**src/hw/rtl/affine_motion_smoother_core_assert.svh**
```systemverilog
// Assertion macros used by the affine motion smoother RTL.
`ifndef AFFINE_MOTION_SMOOTHER_CORE_ASSERT_SVH
`define AFFINE_MOTION_SMOOTHER_CORE_ASSERT_SVH

// Condition must hold at every clock edge out of reset.
`define AMSC_ASSERT_ALWAYS(label, expr, msg) \
    label: assert property (@(posedge clk) disable iff (!rst_n) (expr)) \
        else $error(msg);

// Antecedent implies consequent in the same cycle.
`define AMSC_ASSERT_IMPLIES(label, ante, cons, msg) \
    label: assert property (@(posedge clk) disable iff (!rst_n) (ante) |-> (cons)) \
        else $error(msg);

// Antecedent implies consequent in the next cycle.
`define AMSC_ASSERT_NEXT(label, ante, cons, msg) \
    label: assert property (@(posedge clk) disable iff (!rst_n) (ante) |=> (cons)) \
        else $error(msg);

`endif

```
**src/hw/rtl/amsm_pkg.sv**
```systemverilog
// Shared constants and types of the affine motion smoother.
package amsm_pkg;

    localparam int WINDOW_DEF    = 24;
    localparam int COEF_BITS_DEF = 32;
    localparam int NCOEF         = 6;
    localparam int K_W           = $clog2(NCOEF);
    localparam int FRAC_BITS     = 16;
    localparam int IDX_SX        = 2;
    localparam int IDX_SY        = 5;

    localparam int LIMIT_W    = 8;
    localparam int DEADBAND_W = 16;
    localparam int CFG_DATA_W = 16;

    localparam logic [LIMIT_W-1:0]    X_LIMIT_RST  = 8'd5;
    localparam logic [LIMIT_W-1:0]    Y_LIMIT_RST  = 8'd20;
    localparam logic [DEADBAND_W-1:0] DEADBAND_RST = 16'd6554;

    typedef enum logic [1:0] {
        CFG_REAR_MODE = 2'd0,
        CFG_X_LIMIT   = 2'd1,
        CFG_Y_LIMIT   = 2'd2,
        CFG_DEADBAND  = 2'd3
    } cfg_index_t;

endpackage

```
**src/hw/rtl/amsm_div.sv**
```systemverilog
// Bit-serial restoring divider: signed sum over unsigned entry count.
module amsm_div #(
    parameter int COEF_BITS = amsm_pkg::COEF_BITS_DEF,
    parameter int SUM_W     = amsm_pkg::COEF_BITS_DEF + $clog2(amsm_pkg::WINDOW_DEF),
    parameter int CNT_W     = $clog2(amsm_pkg::WINDOW_DEF + 1)
) (
    input  logic                        clk,
    input  logic                        rst_n,
    input  logic                        start,
    input  logic signed [SUM_W-1:0]     dividend,
    input  logic [CNT_W-1:0]            divisor,
    output logic                        done,
    output logic signed [COEF_BITS-1:0] quotient
);

    localparam int ITER_W = $clog2(SUM_W + 1);

    logic                 busy_reg, busy_next;
    logic                 done_reg, done_next;
    logic                 neg_reg, neg_next;
    logic [ITER_W-1:0]    iter_reg, iter_next;
    logic [CNT_W:0]       rem_reg, rem_next;
    logic [SUM_W-1:0]     q_reg, q_next;
    logic [COEF_BITS-1:0] quot_reg, quot_next;

    logic [CNT_W:0]   shifted;
    logic [CNT_W+1:0] diff;
    logic [SUM_W-1:0] dividend_mag;
    logic [SUM_W-1:0] q_signed;

    always_comb
    begin
        shifted      = {rem_reg[CNT_W-1:0], q_reg[SUM_W-1]};
        diff         = {1'b0, shifted} - {2'b00, divisor};
        dividend_mag = dividend[SUM_W-1] ? (~dividend + SUM_W'(1)) : dividend;
        q_signed     = neg_reg ? (~q_reg + SUM_W'(1)) : q_reg;

        busy_next = busy_reg;
        done_next = 1'b0;
        neg_next  = neg_reg;
        iter_next = iter_reg;
        rem_next  = rem_reg;
        q_next    = q_reg;
        quot_next = quot_reg;

        if (start)
        begin
            busy_next = 1'b1;
            neg_next  = dividend[SUM_W-1];
            iter_next = ITER_W'(SUM_W);
            rem_next  = '0;
            q_next    = dividend_mag;
        end
        else if (busy_reg && (iter_reg != '0))
        begin
            // one quotient bit per cycle
            iter_next = iter_reg - ITER_W'(1);
            if (!diff[CNT_W+1])
            begin
                rem_next = diff[CNT_W:0];
                q_next   = {q_reg[SUM_W-2:0], 1'b1};
            end
            else
            begin
                rem_next = shifted;
                q_next   = {q_reg[SUM_W-2:0], 1'b0};
            end
        end
        else if (busy_reg)
        begin
            // restore sign, truncation toward zero falls out of magnitude division
            quot_next = q_signed[COEF_BITS-1:0];
            done_next = 1'b1;
            busy_next = 1'b0;
        end
    end

    always_ff @(posedge clk or negedge rst_n)
    begin
        if (!rst_n)
        begin
            busy_reg <= 1'b0;
            done_reg <= 1'b0;
        end
        else
        begin
            busy_reg <= busy_next;
            done_reg <= done_next;
        end
    end

    always_ff @(posedge clk)
    begin
        neg_reg  <= neg_next;
        iter_reg <= iter_next;
        rem_reg  <= rem_next;
        q_reg    <= q_next;
        quot_reg <= quot_next;
    end

    assign done     = done_reg;
    assign quotient = quot_reg;

endmodule

```
**config.mk**
```make
export PLATFORM = sky130hd
export DESIGN_NAME = amsm_div
export DESIGN_NICKNAME = d
export VERILOG_FILES = /design/src/hw/rtl/affine_motion_smoother_core_assert.svh /design/src/hw/rtl/amsm_pkg.sv /design/src/hw/rtl/amsm_div.sv
export SDC_FILE = /design/constraint.sdc
export NUM_CORES = 1
export LEC_CHECK = 0
export BUFFER_PORTS_ARGS = -buffer_cell sky130_fd_sc_hd__buf_2
export CAP_MARGIN = 20
export CORE_ASPECT_RATIO = 1.5
export CORE_MARGIN = 3
export CORE_UTILIZATION = 60
export CTS_CLUSTER_SIZE = 8
export DETAILED_ROUTE_END_ITERATION = 8
export GPL_ROUTABILITY_DRIVEN = 1
export PLACE_DENSITY = 0.84
export SYNTH_ARGS = -nofsm -noshare
export SYNTH_HDL_FRONTEND = slang
export SYNTH_SLANG_ARGS = --single-unit
```
**constraint.sdc**
```tcl
create_clock -name clk -period 10.4 [get_ports clk]
set_input_delay 0.52 -clock clk [delete_from_list [all_inputs] [get_ports clk]]
set_output_delay 0.52 -clock clk [all_outputs]
set_load 0.1 [all_outputs]
```
=== After elaboration in Yosys (flattened, before gate mapping) ===
Cells that the tools add are included.

* $add $sub $neg: 4
* Eq/ne operators: 1
* Reductions and logical operators: 4
* Mux-type cells: 11
* Bitwise logic cells: 4

{| class="wikitable"
|+ Operators with widths
! cell !! count
|-
| 37-bit two-way mux || 3
|-
| 37-bit by 2-bit adder with 37-bit output, second input constant || 1
|-
| 37-bit NOT || 1
|-
| 32-bit by 1-bit adder with 32-bit output, second input constant || 1
|-
| 32-bit two-way mux || 1
|-
| 32-bit NOT || 1
|-
| 6-bit by 5-bit subtractor with 7-bit output || 1
|-
| 1-bit two-way mux || 6
|-
| 6-bit nonzero test || 1
|-
| 6-bit by 1-bit subtractor with 6-bit output, second input constant || 1
|-
| 5-bit two-way mux || 1
|-
| 3-bit AND reduction || 1
|-
| 2-bit inequality test, second input constant || 1
|-
| 1-bit NOT || 2
|-
| 2-bit nonzero test || 1
|-
| 1-bit logical AND || 1
|}

* Bits of input ports: 45
* Register bits after elaboration: 83
* Logic and storage cells: 31
* Output and inout port bits: 33

=== Depth between registers and ports, before layout ===
Gate-level depths: netlist of run 1.

* Depth in word-level cells: 4
* Mapped depth: 9
* Mapped depth without buffers: 9

=== Least setup slack after synthesis of run 1 ===
OpenSTA, ideal clock, no wires.

* Path kind: input to register
* From: in start
* To: reg quot_reg[0], in the netlist quotient[0], enable pin
* Library setup time: 502 ps
* Cell stages on the path: 3
* Arrival time: 3,995 ps
* Buffers on the path: 2
* Data required time: 9,898 ps
* Path slack: 5,903 ps
* Path through: buf_2 -> clkbuf_1 -> nor4_1

* Longest elaborated chain between the ends: 2

{| class="wikitable"
|+ Ends and longest elaborated chain
! item !! line !! RTL
|-
| from (decl) || amsm_div.sv:9 || <nowiki>input logic start,</nowiki>
|-
| 1-bit NOT (no line) || n/a ||
|-
| 3-bit AND reduction (no line) || n/a ||
|-
| to (signal assigned) || amsm_div.sv:98 || <nowiki>quot_reg <= quot_next;</nowiki>
|-
| to (decl) || amsm_div.sv:24 || <nowiki>logic [COEF_BITS-1:0] quot_reg, quot_next;</nowiki>
|}

No other way between the ends.
A chain may end at the register's enable or synchronous reset.

=== Final worst setup path of run 1 ===
* From: reg q_reg[9]
* To: reg quot_reg[31], in the netlist quotient[31], data pin

* Longest elaborated chain between the ends: 3

{| class="wikitable"
|+ Ends and longest elaborated chain
! item !! line !! RTL
|-
| from (decl) || amsm_div.sv:23 || <nowiki>logic [SUM_W-1:0] q_reg, q_next;</nowiki>
|-
| from (signal assigned) || amsm_div.sv:97 || <nowiki>q_reg <= q_next;</nowiki>
|-
| 32-bit NOT || amsm_div.sv:36 || <nowiki>q_signed = neg_reg ? (~q_reg + SUM_W'(1)) : q_reg;</nowiki>
|-
| 32-bit by 1-bit adder with 32-bit output || amsm_div.sv:36 ||
|-
| 32-bit two-way mux || amsm_div.sv:36 ||
|-
| net q_signed[31] || amsm_div.sv:29 || <nowiki>logic [SUM_W-1:0] q_signed;</nowiki>
|}

The timed path passes the listed nets, and every way through them passes these cells.

==> impl.org, run 1 <==
** Placed design
- Dpl cells :: 627
- Number of buffer cells added on primary ports :: 77
- The congestion estimate from routability-driven global placement came to 0.892.
- Detail Placement HPWL :: approximately 7200 microns
- The placed instances occupy a cell area of 5230 sq um.

** Worst setup path
- Grouping stages by cell kind, the critical path spends the most delay in simple AND/OR/NAND/NOR gates.
- Largest incremental delay on the critical path :: roughly 0.60 ns
- Along the worst path, the maximum fanout reaches 8.
- STA classifies the critical path endpoint as a flip-flop.
- Crit Path Class :: reg -> reg
- Traced cell by cell, the critical path runs through or4_1, nor3_1, nand4_1, o31ai_1, xnor2_1.
- The critical path contains buffers and inverters numbering 0 combined.
- Slowest stage cell, crit path :: sky130_fd_sc_hd__or4_1
- Startpoint types :: flip-flop
- Required time of the worst setup path :: around 10 ns
- Arrival time of the worst setup path :: 2.62 ns

** CTS
- After clock tree synthesis, the flow added hold-fix buffers numbering 1.
- Clock Sink Count :: 83
- The number of gates resized after CTS was 0.
- TritonCTS built the clock tree.
- At the later pin of the worst-skew pair, clock insertion delay measures ~0.34 ns.
- Post-CTS setup-driven buffer insertion count :: 0
- Cell chosen for the clock root :: sky130_fd_sc_hd__clkbuf_16
- Buffers from clock root to sink, at most :: 2
- Clock-pin slew was measured on the worst setup and hold paths at 0.06 ns.
- Clock H-tree levels :: 3
- Inserted Clock Buffers :: 9

** Die
- In this run the core area contains 39 standard-cell rows.
- For this configuration, the core starts out at a cell density of between 60% and 70%.
- DIE AREA :: just over 9000 sq um
- During I/O placement, the number of pins put on the boundary was 78.
- The die is 79.0 microns wide.
- Measured along the y axis, the die boundary spans ~120 microns.
- The region available for standard cell placement spans 7710 sq um.

** Power and ir drop
- Across the VDD grid, the largest voltage drop is 118 uV.
- In this run switching power makes up 27.2% of total power.
- Leakage Power :: 2.01 nW
- In this run, the combinational gates consume 18.8% of the power.
- Sequential cell fraction of total power :: 47.8%
- The internal power of the cells totals roughly 0.67 mW.
- Switching power of the nets :: 0.250 mW
- Clk network pwr share :: between 30% and 40%
- Total power per unit cell area :: 166 nW/um^2

** STA
- At the pin with the least slew margin, the transition time is roughly 0.95 ns.
- Adding up every negative setup slack in the final design gives 0 ns.
- Worst max-slew margin expressed relative to the limit :: 36.7%
- The count of final max-slew check failures came to 0.
- Highest Clock Rate :: between 300 and 400 MHz
- Setup violations remaining at the end of the flow were counted as 0.
- The final critical path takes up between 20% and 30% of the cycle.
- Final hold violation count :: 0
- Setup repair after global routing left no endpoint under its margin.
- The worst path needs roughly 2.5 ns of the cycle, external delays included.
- On the final layout, the worst clock skew is approximately 0.005 ns.

** Hold path
- The path class of the tightest hold or removal check is reg -> reg.

** Synth
- Sequential-to-total area share from yosys stat :: about half
- Number of synthesized register bits :: 83
- Counting flops with a built-in enable in the synthesized netlist gives 70.
- Fraction of synthesis flops using an asynchronous set or reset pin :: under 10%
- Yosys printed 0 warnings.
- Counting every net in the synthesized netlist gives 523.
- Synth Area per Inst :: 10.2 sq um
- In this run the cell area of the synthesized design comes to 4790 sq um.
- For this run, the leading register cell type out of synthesis is sky130_fd_sc_hd__edfxtp_1.
- Synthesis produced between 400 and 500 cells.
- In the post-synthesis netlist, the biggest area contributors are sky130_fd_sc_hd__edfxtp_1, sky130_fd_sc_hd__xnor2_1, sky130_fd_sc_hd__xor2_1.
- Yosys mapped the design onto 52 distinct sky130hd cell types.
- Of all cell types, the one taking the most synthesized area is sky130_fd_sc_hd__edfxtp_1.
- Share of the synthesized area in the top cell type :: ~44%

** Cells and area
- The finished cells cover approximately 5500 sq um.
- After the flow finishes, the layout carries non-filler instances totaling roughly 640.
- Area Overhead vs Synth :: 15.4%
- Of the cells placed in the final design, the portion with a size suffix greater than 1 is 20.1%.
- Antenna cell count :: 0
- Final net count :: between 500 and 600
- Max FFs per register :: 37

** Flow run
- # Max-Cap Violations :: 0

** Route
- Wirelength per Cell :: roughly 16 microns
- Final WL :: between 10000 and 15000 microns
- The first routing iteration left 285 violations.
- Number of vias per cell after detailed routing :: between 5 and 6
- Total via count in the routed design :: between 3000 and 4000
- Drt pass-1 iters :: 5
- In the routed design, unresolved DRC markers number 0.
- In this run the remaining antenna-violating nets after routing total 0.

** Global route
- The initial antenna violation count was 0.
- Maximum number of pins on one net before global-route repair :: 96
- Across every metal layer, demand over resource in global routing totals roughly a quarter.
- The total overflow left after global routing is 0.
- The first global-routing pass estimated ~17000 microns of wire.
- Vias in the first global route :: ~3700

** Outcome
- Result of the run :: completed
[metrics by stage]
step,hold slack [ns],setup WS [ns],util (%),power (mW)
after floorplan,0.224,5.90,-,0.566
after global placement,0.306,7.69,67.9,0.606
after detailed placement,0.307,7.59,67.9,0.616
after CTS,0.481,7.56,71.7,0.922
after global routing,0.496,7.72,71.8,0.962
final,0.490,7.86,71.8,0.918
[power by group through the flow]
stage | combinational, mW | clock [mW] | sequential, mW
3_5_place_dp | 0.172 | 0 | 0.444
2_1_floorplan | 0.131 | 0 | 0.435
3_3_place_gp | 0.164 | 0 | 0.442
6_report | 0.173 | 0.307 | 0.438
4_1_cts | 0.174 | 0.311 | 0.438
5_1_grt | 0.197 | 0.321 | 0.444
[path summary, 6_finish.rpt]
path                       startpoint      endpoint  slack [ns]  cells after the start
max in group asynchronous       rst_n      busy_reg        9.80                      2
max reg2reg                  q_reg[9]  quotient[31]        7.86                      5
min reg2reg                rem_reg[4]    rem_reg[4]        0.49                      2
min in group asynchronous       rst_n          done        0.50                      2
min                        rem_reg[4]    rem_reg[4]        0.49                      2
max                          q_reg[9]  quotient[31]        7.86                      5
[tightest hold or removal path, cell delays in order, from the launching register on]
cell	delay, ns
sky130_fd_sc_hd__dfxtp_1	0.32
sky130_fd_sc_hd__inv_1	0.05
sky130_fd_sc_hd__o22ai_1	0.07
[cell usage after synthesis (2+ instances only)]
library cell	number
sky130_fd_sc_hd__nor2_1	53
sky130_fd_sc_hd__nand2_1	25
sky130_fd_sc_hd__inv_1	18
sky130_fd_sc_hd__a31oi_1	3
sky130_fd_sc_hd__ha_1	8
sky130_fd_sc_hd__or4_4	2
sky130_fd_sc_hd__o31ai_1	18
sky130_fd_sc_hd__nor4_1	13
sky130_fd_sc_hd__a21oi_1	38
sky130_fd_sc_hd__o211ai_1	2
sky130_fd_sc_hd__nand4_1	4
sky130_fd_sc_hd__or3_1	10
sky130_fd_sc_hd__nand4b_1	4
sky130_fd_sc_hd__o31a_2	2
sky130_fd_sc_hd__nand3b_1	6
sky130_fd_sc_hd__nand3_1	6
sky130_fd_sc_hd__buf_2	3
sky130_fd_sc_hd__or2_2	6
sky130_fd_sc_hd__dfxtp_1	11
sky130_fd_sc_hd__or4_1	4
sky130_fd_sc_hd__dfrtp_1	2
sky130_fd_sc_hd__clkbuf_1	18
sky130_fd_sc_hd__nor2b_1	3
sky130_fd_sc_hd__a21o_1	2
sky130_fd_sc_hd__o22ai_1	2
sky130_fd_sc_hd__xor2_1	26
sky130_fd_sc_hd__o41ai_1	16
sky130_fd_sc_hd__nand2b_1	5
sky130_fd_sc_hd__xnor2_1	38
sky130_fd_sc_hd__o21ai_0	20
sky130_fd_sc_hd__a311oi_1	2
sky130_fd_sc_hd__a211oi_1	3
sky130_fd_sc_hd__nor3_1	8
sky130_fd_sc_hd__edfxtp_1	70
[layer usage]
| layer | GRT usage [%] | part of all wire [%] |
|---|---|---|
| met1 | 25.5 | 37 |
| met2 | 41.8 | 54 |
| met3 | 5.05 | 6.2 |
| met4 | 13.0 | 3.1 |
| met5 | 0 | 0 |
[layout make-up]
cell class              count  area, sq um
clock inverters             5         55.1
flip-flops and latches     83         2370
fillers                   592         2180
clock buffers              10          229
well taps                 102          128
multi-input cells         345         2260
repair buffers             81          418
inverters                  18         67.6
[cell usage in the layout, fill, tap and decap left out, types with 9 or more instances in the layout]
cell / Yosys / routed
sky130_fd_sc_hd__clkbuf_16: 0 / 9
sky130_fd_sc_hd__o31ai_1: 18 / 18
sky130_fd_sc_hd__xor2_1: 26 / 26
sky130_fd_sc_hd__xnor2_1: 38 / 38
sky130_fd_sc_hd__a21oi_1: 38 / 38
sky130_fd_sc_hd__nand2_1: 25 / 25
sky130_fd_sc_hd__edfxtp_1: 70 / 70
sky130_fd_sc_hd__or3_1: 10 / 10
sky130_fd_sc_hd__nor2_1: 53 / 53
sky130_fd_sc_hd__dfxtp_1: 11 / 11
sky130_fd_sc_hd__nor4_1: 13 / 12
sky130_fd_sc_hd__o41ai_1: 16 / 16
sky130_fd_sc_hd__buf_2: 3 / 77
sky130_fd_sc_hd__inv_1: 18 / 18
sky130_fd_sc_hd__o21ai_0: 20 / 20
[kinds of logic (layout without fill, tap and decap cells)]
| family | Yosys count | in the layout | synth area share, % |
|---|---|---|---|
| muxes | 1 | 1 | 0.209 |
| and+or+nand+nor | 153 | 153 | 16.4 |
| AOI/OAI and AO/OA | 118 | 118 | 16.3 |
| DFF | 83 | 83 | 49.5 |
| buffers and inverters | 41 | 114 | 3.44 |
| xor gates and xnor gates | 64 | 64 | 11.7 |
| adders and majority gates | 9 | 9 | 2.51 |
No activity file was read; power rests on OpenSTA's default activity.
==> inputs of run 2 (changes only) <==
--- a/config.mk
+++ b/config.mk
@@ -9,11 +9,11 @@
 export CAP_MARGIN = 20
 export CORE_ASPECT_RATIO = 1.5
 export CORE_MARGIN = 3
-export CORE_UTILIZATION = 60
+export CORE_UTILIZATION = 57
 export CTS_CLUSTER_SIZE = 8
 export DETAILED_ROUTE_END_ITERATION = 8
 export GPL_ROUTABILITY_DRIVEN = 1
-export PLACE_DENSITY = 0.84
+export PLACE_DENSITY = 0.8
 export SYNTH_ARGS = -nofsm -noshare
 export SYNTH_HDL_FRONTEND = slang
 export SYNTH_SLANG_ARGS = --single-unit
==> constraint.sdc (replaced) <==
create_clock -name clk -period 2.6 [get_ports clk]
set_input_delay 0.13 -clock clk [delete_from_list [all_inputs] [get_ports clk]]
set_output_delay 0.13 -clock clk [all_outputs]
set_load 0.1 [all_outputs]
==> run 2 against run 1 <==
  * Hold slack worse by 0.39 ns
  * Clock-buffer cell count down 1
  * Cell area up 1.7%
  * Critical endpoint is now quotient[28]
  * Die area up 4.9%
  * Sequential share of layout area down 0.70 points
  * Critical path type unchanged
  * Utilization down 2.4 points
  * Highest routed layer unchanged
  * Combinational power rose to 4.1 times the previous value
  * Clock power rose to 3.9 times the previous value
  * Non-clock buffer count up 9
  * Clock skew about the same
==> impl.org, run 2 (synthesized netlist as in run 1, its figures left out) <==
** Worst setup path
- Worst-path fanout max :: 8 (unchanged)
- The arrival time at the worst endpoint is 2.48 ns (was 2.62 ns).
- Required time of the worst setup path :: 2.68 ns (was 10.48 ns)
- The startpoint type of the worst setup path is a flip-flop (unchanged).
- The type of destination of the critical path was a flip-flop (unchanged).
- Crit Path Class :: reg -> reg (unchanged)

** Placed design
- Final weighted congestion in routability-driven placement :: 0.872 (was 0.892)
- Number of buffer cells added on primary ports :: 77 (unchanged)
- The cell area reported after detailed placement came to 5320 sq um (was 5230 sq um).
- The post-DP HPWL was 7790 microns (was 7240 microns).

** CTS
- The CTS sink count came to 83 (unchanged).
- The maximum level of the CTS H-tree came to 3 (unchanged).
- Later-pin clock latency in the skew report :: 0.34 ns (about the same)
- Worst-path clk slew :: 0.06 ns (about the same)
- The total CTS buffers came to 9 (unchanged).
- The clock tree from TritonCTS was yes (unchanged).
- The maximum clock path buffer count is 2 (unchanged).
- Cell chosen for the clock root :: sky130_fd_sc_hd__clkbuf_16 (unchanged)

** Cells and area
- The final design instance area without fill was 5620 sq um (was 5530 sq um).
- Area Overhead vs Synth :: 17.3% (was 15.4%)
- The net count reported at finish is 601 (was 592).
- Register area :: 2370 sq um (unchanged)
- Share of final-layout standard cells stronger than drive strength 1 :: 21.4% (was 20.1%)
- Commonest cells after routing, fill and taps aside: sky130_fd_sc_hd__buf_2, sky130_fd_sc_hd__edfxtp_1, sky130_fd_sc_hd__nor2_1, sky130_fd_sc_hd__xnor2_1, sky130_fd_sc_hd__a21oi_1 (unchanged).
- The most common library cell in the layout ignoring fill and taps was sky130_fd_sc_hd__buf_2 (unchanged).
- Max FFs per register :: 37 (unchanged)
- Antenna cell count :: 0 (unchanged)
- Total of fill cells in the finished design :: 649 (was 592)
- The footprint of the multi-input gates was 2270 sq um (was 2260 sq um).

** Die
- Die extent in x :: 80.9 microns (was 79.0 microns)
- The full die area was 9570 sq um (was 9120 sq um).
- IO Count :: 78 (unchanged)
- Initial core utilization :: 59.1% (was 62.2%)
- The row count was 40 (was 39).
- The floorplan die height came to 118 microns (was 115 microns).
- The area of the core was 8110 sq um (was 7710 sq um).

** Power and ir drop
- The reported leakage power was 2.05 nW (was 2.01 nW).
- The maximum vdd drop was 444 uV (was 118 uV).
- Total power per unit cell area :: 655 nW/um^2 (was 166 nW/um^2)
- Total design power :: 3.68 mW (was 0.918 mW)

** Route
- The sum of routed wire length over all layers came to 10600 microns (was 10300 microns).
- Remaining design rule violation count :: 0 (unchanged)
- The detailed-router iteration count before antenna repair came to 4 (was 5).
- Violation count after the first detailed-route iteration :: 279 (was 285)
- Number of vias per cell after detailed routing :: 5.93 (was 5.94)
- Wirelength per Cell :: 16.1 microns (was 15.9 microns)
- Total via count in the routed design :: 3889 (was 3823)
- The remaining number of nets flagged by the antenna check after routing was 0 (unchanged).

** Outcome
- Result of the run: completed (unchanged).

** Global route
- The total congestion overflow after global routing was 0 (unchanged).
- Antenna violations before repair :: 0 (unchanged)
- Global-route wire length before repair :: 17700 microns (was 16600 microns)
- Total GRT Usage :: 23.6% (was 23.4%)
- Vias in the first global route :: 3832 (was 3654)
- The pin count of the biggest net entering global routing is 36 (was 96).

** STA
- The highest achievable clock rate was 416 MHz (was 394 MHz).
- The time the worst path needs with I/O delays and setup is 2.40 ns (was 2.54 ns).
- The final total negative setup slack was 0 ns (unchanged).
- The max-slew headroom at the worst pin was 37.6% (was 36.7%).
- The post-route clock period utilization is 92.5% (was 24.4%).
- Number of max-slew violations in the final report :: 0 (unchanged)
- Final hold violation count :: 0 (unchanged)
- The largest clock skew in the final design came to 0.00525 ns (was 0.00490 ns).
- Final setup violation count :: 0 (unchanged)
- The slew of the pin with the lowest slew margin was 0.937 ns (was 0.949 ns).
- RSZ-0062 raised after global routing :: no (unchanged)

** Flow run
- # Max-Cap Violations :: 0 (unchanged)

** Hold path
- The class of the tightest hold or removal check was in -> async (was reg -> reg).
==> run 2: layer usage <==
metal,track usage (%),up-vias,routed length (microns)
met3,5.56,21,536
li1,-,1911,-
met1,26.7,1835,4050
met2,40.0,122,5690
met4,13.0,0,279
met5,0,-,0
==> run 2: path summary, 6_finish.rpt <==
| kind | start | to | slack (ns) | cells past startpoint |
|---|---|---|---|---|
| setup / recovery | q_reg[4] | quotient[28] | 0.20 | 5 |
| hold / removal | rst_n | busy_reg | 0.1 | 2 |
| setup reg to reg | q_reg[4] | quotient[28] | 0.20 | 5 |
| max in group asynchronous | rst_n | done | 2.41 | 2 |
| hold reg to reg | rem_reg[4] | rem_reg[4] | 0.49 | 2 |
| min in group clk | dividend[0] | q_reg[0] | 0.18 | 3 |
==> run 2: final cells by class <==
cell class	instances	share of cell area (%)
Sequential cell	83	42.2
Multi-Input combinational cell	345	40.4
Timing Repair Buffer	90	8.85
Clock inverter	6	1.02
Tap cell	105	2.34
Clock buffer	9	4.00
Inverter	18	1.20
==> run 2: report_power, final <==
part           internal, mW  switching [mW]
clock network         0.729           0.485
registers              1.62           0.140
logic                 0.322           0.388
==> run 2: timing repair <==
action	4_1_cts	5_1_grt
buffers inserted	0	1
hold buffers	1	0
resized for setup	0	0
endpoints found under the setup margin	0	2
hold endpoints to repair	2	0
==> run 2: worst max-delay path, stage by stage, from the launching register on <==
cell and delay [ns]:
sky130_fd_sc_hd__edfxtp_1 0.42, sky130_fd_sc_hd__or2_2 0.34, sky130_fd_sc_hd__or4_1 0.50, sky130_fd_sc_hd__nand3b_1 0.36
sky130_fd_sc_hd__o41ai_1 0.39, sky130_fd_sc_hd__xnor2_1 0.12
==> run 2: per-stage QoR <==
step                instances  util [%]  setup slack [ns]  hold WS [ns]
floorplan                 469         -             0.230        -0.166
global placement          639      65.7             0.286       -0.0849
detailed placement        639      65.7             0.177       -0.0814
CTS                       655      69.3             0.182        0.0942
global route              656      69.4            0.0710         0.104
finish                    656      69.4             0.196        0.0961
==> inputs of run 3 (changes only) <==
--- a/config.mk
+++ b/config.mk
@@ -13,7 +13,8 @@
 export CTS_CLUSTER_SIZE = 8
 export DETAILED_ROUTE_END_ITERATION = 8
 export GPL_ROUTABILITY_DRIVEN = 1
-export PLACE_DENSITY = 0.8
+export PLACE_DENSITY = 0.77
 export SYNTH_ARGS = -nofsm -noshare
 export SYNTH_HDL_FRONTEND = slang
 export SYNTH_SLANG_ARGS = --single-unit
+export TNS_END_PERCENT = 30
==> run 3 against run 2 <==
  * Clock skew about the same
  * Via count decreased by 0.57%
  * Largest power group unchanged
  * Utilization increased by 0.45 points
  * Critical path depth unchanged
  * Sequential cell count unchanged
  * Total power increased by 6.2%
  * Critical endpoint is now quotient[19]
  * Wire length increased by 0.43%
  * Global-route usage decreased by 0.15 points
  * Cell count decreased by 0.15%
  * Combinational power increased by 1%
  * Maximum frequency decreased by 4.4%
==> impl.org, run 3 (synthesized netlist as in run 1, its figures left out) <==
** Outcome
- Result of the run :: completed (unchanged)

** Worst setup path
- The master of the slowest instance on the critical path is sky130_fd_sc_hd__or4_1 (unchanged).
- The number of cells on the worst reg-to-reg path was 5 (unchanged).
- The reg-to-reg critical path startpoint is q_reg[9] (was q_reg[4]).
- The arrival time at the worst endpoint came to 2.59 ns (was 2.48 ns).
- Required time of the worst setup path :: 2.67 ns (was 2.68 ns)
- Reg2Reg Setup Slack :: 0.09 ns (was 0.20 ns)
- CP endpoint :: quotient[19] (was quotient[28])
- Sequence of cells on the critical path :: or4_1, nor3_1, nand4_1, o41ai_1, xnor2_1 (was or2_2, or4_1, nand3b_1, o41ai_1, xnor2_1)
- Startpoint types :: flip-flop (unchanged)
- The critical path startpoint is q_reg[9] (was q_reg[4]).
- The capture point of the worst reg-to-reg path was quotient[19] (was quotient[28]).
- Worst-path fanout max :: 8 (unchanged)
- Crit end category :: flip-flop (unchanged)
- The type of the worst setup path was reg -> reg (unchanged).
- The delay of the slowest cell on the worst path was 0.60 ns (was 0.50 ns).

** Cells and area
- Commonest cells after routing, fill and taps aside :: sky130_fd_sc_hd__buf_2, sky130_fd_sc_hd__edfxtp_1, sky130_fd_sc_hd__nor2_1, sky130_fd_sc_hd__xnor2_1, sky130_fd_sc_hd__a21oi_1 (unchanged)
- The flip-flop count of the largest register, all copies and words added came to 37 (unchanged).
- The final design instance area without fill came to 5660 sq um (was 5620 sq um).
- The final core utilization is 69.8% (was 69.4%).
- Antenna cell count :: 0 (unchanged)
- The net count reported at finish is 600 (was 601).
- The signed area change from the synthesized netlist to the final layout is 18.1% (was 17.3%).
- Most common library cell in the layout ignoring fill and taps :: sky130_fd_sc_hd__buf_2 (unchanged)
- Share of final-layout standard cells stronger than drive strength 1 :: 21.5% (was 21.4%)

** Die
- Core Footprint :: 8110 sq um (unchanged)
- The full die area is 9570 sq um (unchanged).
- The initial core utilization is 59.1% (unchanged).
- IO Count :: 78 (unchanged)
- # rows :: 40 (unchanged)
- Die extent in y :: 118 microns (unchanged)
- Die extent in x :: 80.9 microns (unchanged)

** STA
- Final setup violation count :: 0 (unchanged)
- Min cycle time layout :: 2.51 ns (was 2.40 ns)
- The post-route clock period utilization came to 96.7% (was 92.5%).
- RSZ-0062 raised after global routing :: yes (was no)
- Final hold violation count :: 0 (unchanged)
- The count of final max-slew check failures was 0 (unchanged).
- Post-Route Skew :: 0.00544 ns (was 0.00525 ns)
- Setup WS post-layout :: 0.0853 ns (was 0.196 ns)
- The slew of the pin with the lowest slew margin is 0.965 ns (was 0.937 ns).
- Worst hold slack across all endpoints :: 0.104 ns (was 0.0961 ns)
- The highest achievable clock rate was 398 MHz (was 416 MHz).
- Worst max-slew margin expressed relative to the limit :: 35.7% (was 37.6%)

** Power and ir drop
- The switching power summed over all nets was 1.03 mW (was 1.01 mW).
- The maximum vdd drop was 488 uV (was 444 uV).
- The power share of the clock group was 36.7% (was 33.0%).
- Relative contribution of combinational cells to total power :: 18.3% (was 19.3%)
- The fraction of power spent switching nets was 26.4% (was 27.5%).
- Internal power consumption :: 2.88 mW (was 2.67 mW)
- The power density of the placed cells came to 691 nW/um^2 (was 655 nW/um^2).
- Sequential cell fraction of total power :: 44.9% (was 47.7%)
- Leakage Power :: 2.07 nW (was 2.05 nW)

** Route
- Final WL :: 10600 microns (about the same)
- Remaining design rule violation count :: 0 (unchanged)
- Number of vias per cell after detailed routing :: 5.90 (was 5.93)
- Number of routed nets with antenna violations :: 0 (unchanged)
- Total via count in the routed design :: 3867 (was 3889)
- Drt pass-1 iters :: 5 (was 4)
- The average wire per standard cell came to 16.2 microns (was 16.1 microns).
- The number of design-rule violations left by the first detailed-router iteration was 262 (was 279).

** Flow run
- The number of violations of the max-capacitance limit came to 0 (unchanged).

** Global route
- The first-pass GRT wire length came to 17500 microns (was 17700 microns).
- The number of global-route vias before repair was 3784 (was 3832).
- Antenna violations before repair :: 0 (unchanged)
- Global route total overflow :: 0 (unchanged)
- The pin count of the biggest net entering global routing came to 42 (was 36).
- Total GRT Usage :: 23.5% (was 23.6%)

** Hold path
- The class of the tightest hold or removal check was in -> async (unchanged).

** CTS
- The latest clock arrival within the worst-skew pair is 0.34 ns (about the same).
- TritonCTS clock tree :: yes (unchanged)
- Worst-path clk slew :: 0.06 ns (about the same)
- Clock Sink Count :: 83 (unchanged)
- The maximum level of the CTS H-tree was 3 (unchanged).
- The cell chosen for the clock root is sky130_fd_sc_hd__clkbuf_16 (unchanged).
- Post-CTS setup-driven buffer insertion count :: 0 (unchanged)
- Buffers from clock root to sink, at most :: 2 (unchanged)
- Inserted Clock Buffers :: 9 (unchanged)

** Placed design
- Number of buffer cells added on primary ports :: 77 (unchanged)
- Detail Placement HPWL :: 7670 microns (was 7790 microns)
- Post-place instance area :: 5310 sq um (was 5320 sq um)
- Final weighted congestion in routability-driven placement :: 0.871 (was 0.872)
- Minimum setup slack after placement :: 0.156 ns (was 0.177 ns)
==> run 3: changes by cell type in the layout (fill, tap and decap cells not counted) <==
cell                         delta
sky130_fd_sc_hd__bufinv_16      +2
sky130_fd_sc_hd__clkbuf_1       +2
sky130_fd_sc_hd__clkinv_1       -2
sky130_fd_sc_hd__clkinvlp_4     -2
sky130_fd_sc_hd__buf_12         -1
sky130_fd_sc_hd__clkinv_2       -1
sky130_fd_sc_hd__inv_6          +1
sky130_fd_sc_hd__o41ai_1        -1
sky130_fd_sc_hd__o41ai_2        +1
==> run 3: area by class of cell <==
cell class | count | area [sq um]
inverter | 18 | 67.6
fill | 642 | 2450
clock inverter | 4 | 98.8
timing repair buffer | 89 | 478
sequential | 83 | 2370
multi-input combinational | 345 | 2280
clock buffer | 11 | 233
tap | 105 | 131
==> run 3: worst max-delay path, delay by kind of cell, from the launching register on <==
family	cells	cell delay, ns
compound gates	1	0.44
xor+xnor	1	0.13
flops	1	0.46
simple gates	3	1.21
==> run 3: metal layers <==
metal	vias to the layer above	GRT usage, %	part of all wire (%)
met5	-	0	0
met4	0	11.6	2.7
met3	28	5.64	5.1
met2	111	40.6	53
met1	1822	26.2	39
li1	1906	-	-
==> run 3: worst min-delay path by stage <==
stage	cells past startpoint	slack, ns	to	from
floorplan	0	-0.17	busy_reg	rst_n
global placement	1	-0.08	busy_reg	rst_n
detailed placement	1	-0.08	done	rst_n
CTS	2	0.09	busy_reg	rst_n
global route	2	0.11	done	rst_n
finish	2	0.10	done	rst_n
==> run 3: through the flow <==
step	cells	total power [mW]	setup TNS, ns
floorplan	469	2.27	0
global placement	639	2.44	0
detailed placement	639	2.48	0
CTS	655	3.92	0
global route	655	4.10	-0.00734
finish	655	3.91	0
==> run 3: what timing repair did <==
action,CTS,global route
hold buffers,1,0
setup endpoints to repair,0,1
endpoints found under the hold margin,2,0
gates resized for setup,0,1
==> run 3: power groups by stage <==
stage / clock network, mW / logic (mW) / registers [mW]
after CTS: 1.46 / 0.715 / 1.75
after detailed placement: 0 / 0.705 / 1.78
after global placement: 0 / 0.670 / 1.77
after floorplan: 0 / 0.527 / 1.74
after global routing: 1.52 / 0.804 / 1.78
final: 1.44 / 0.717 / 1.76
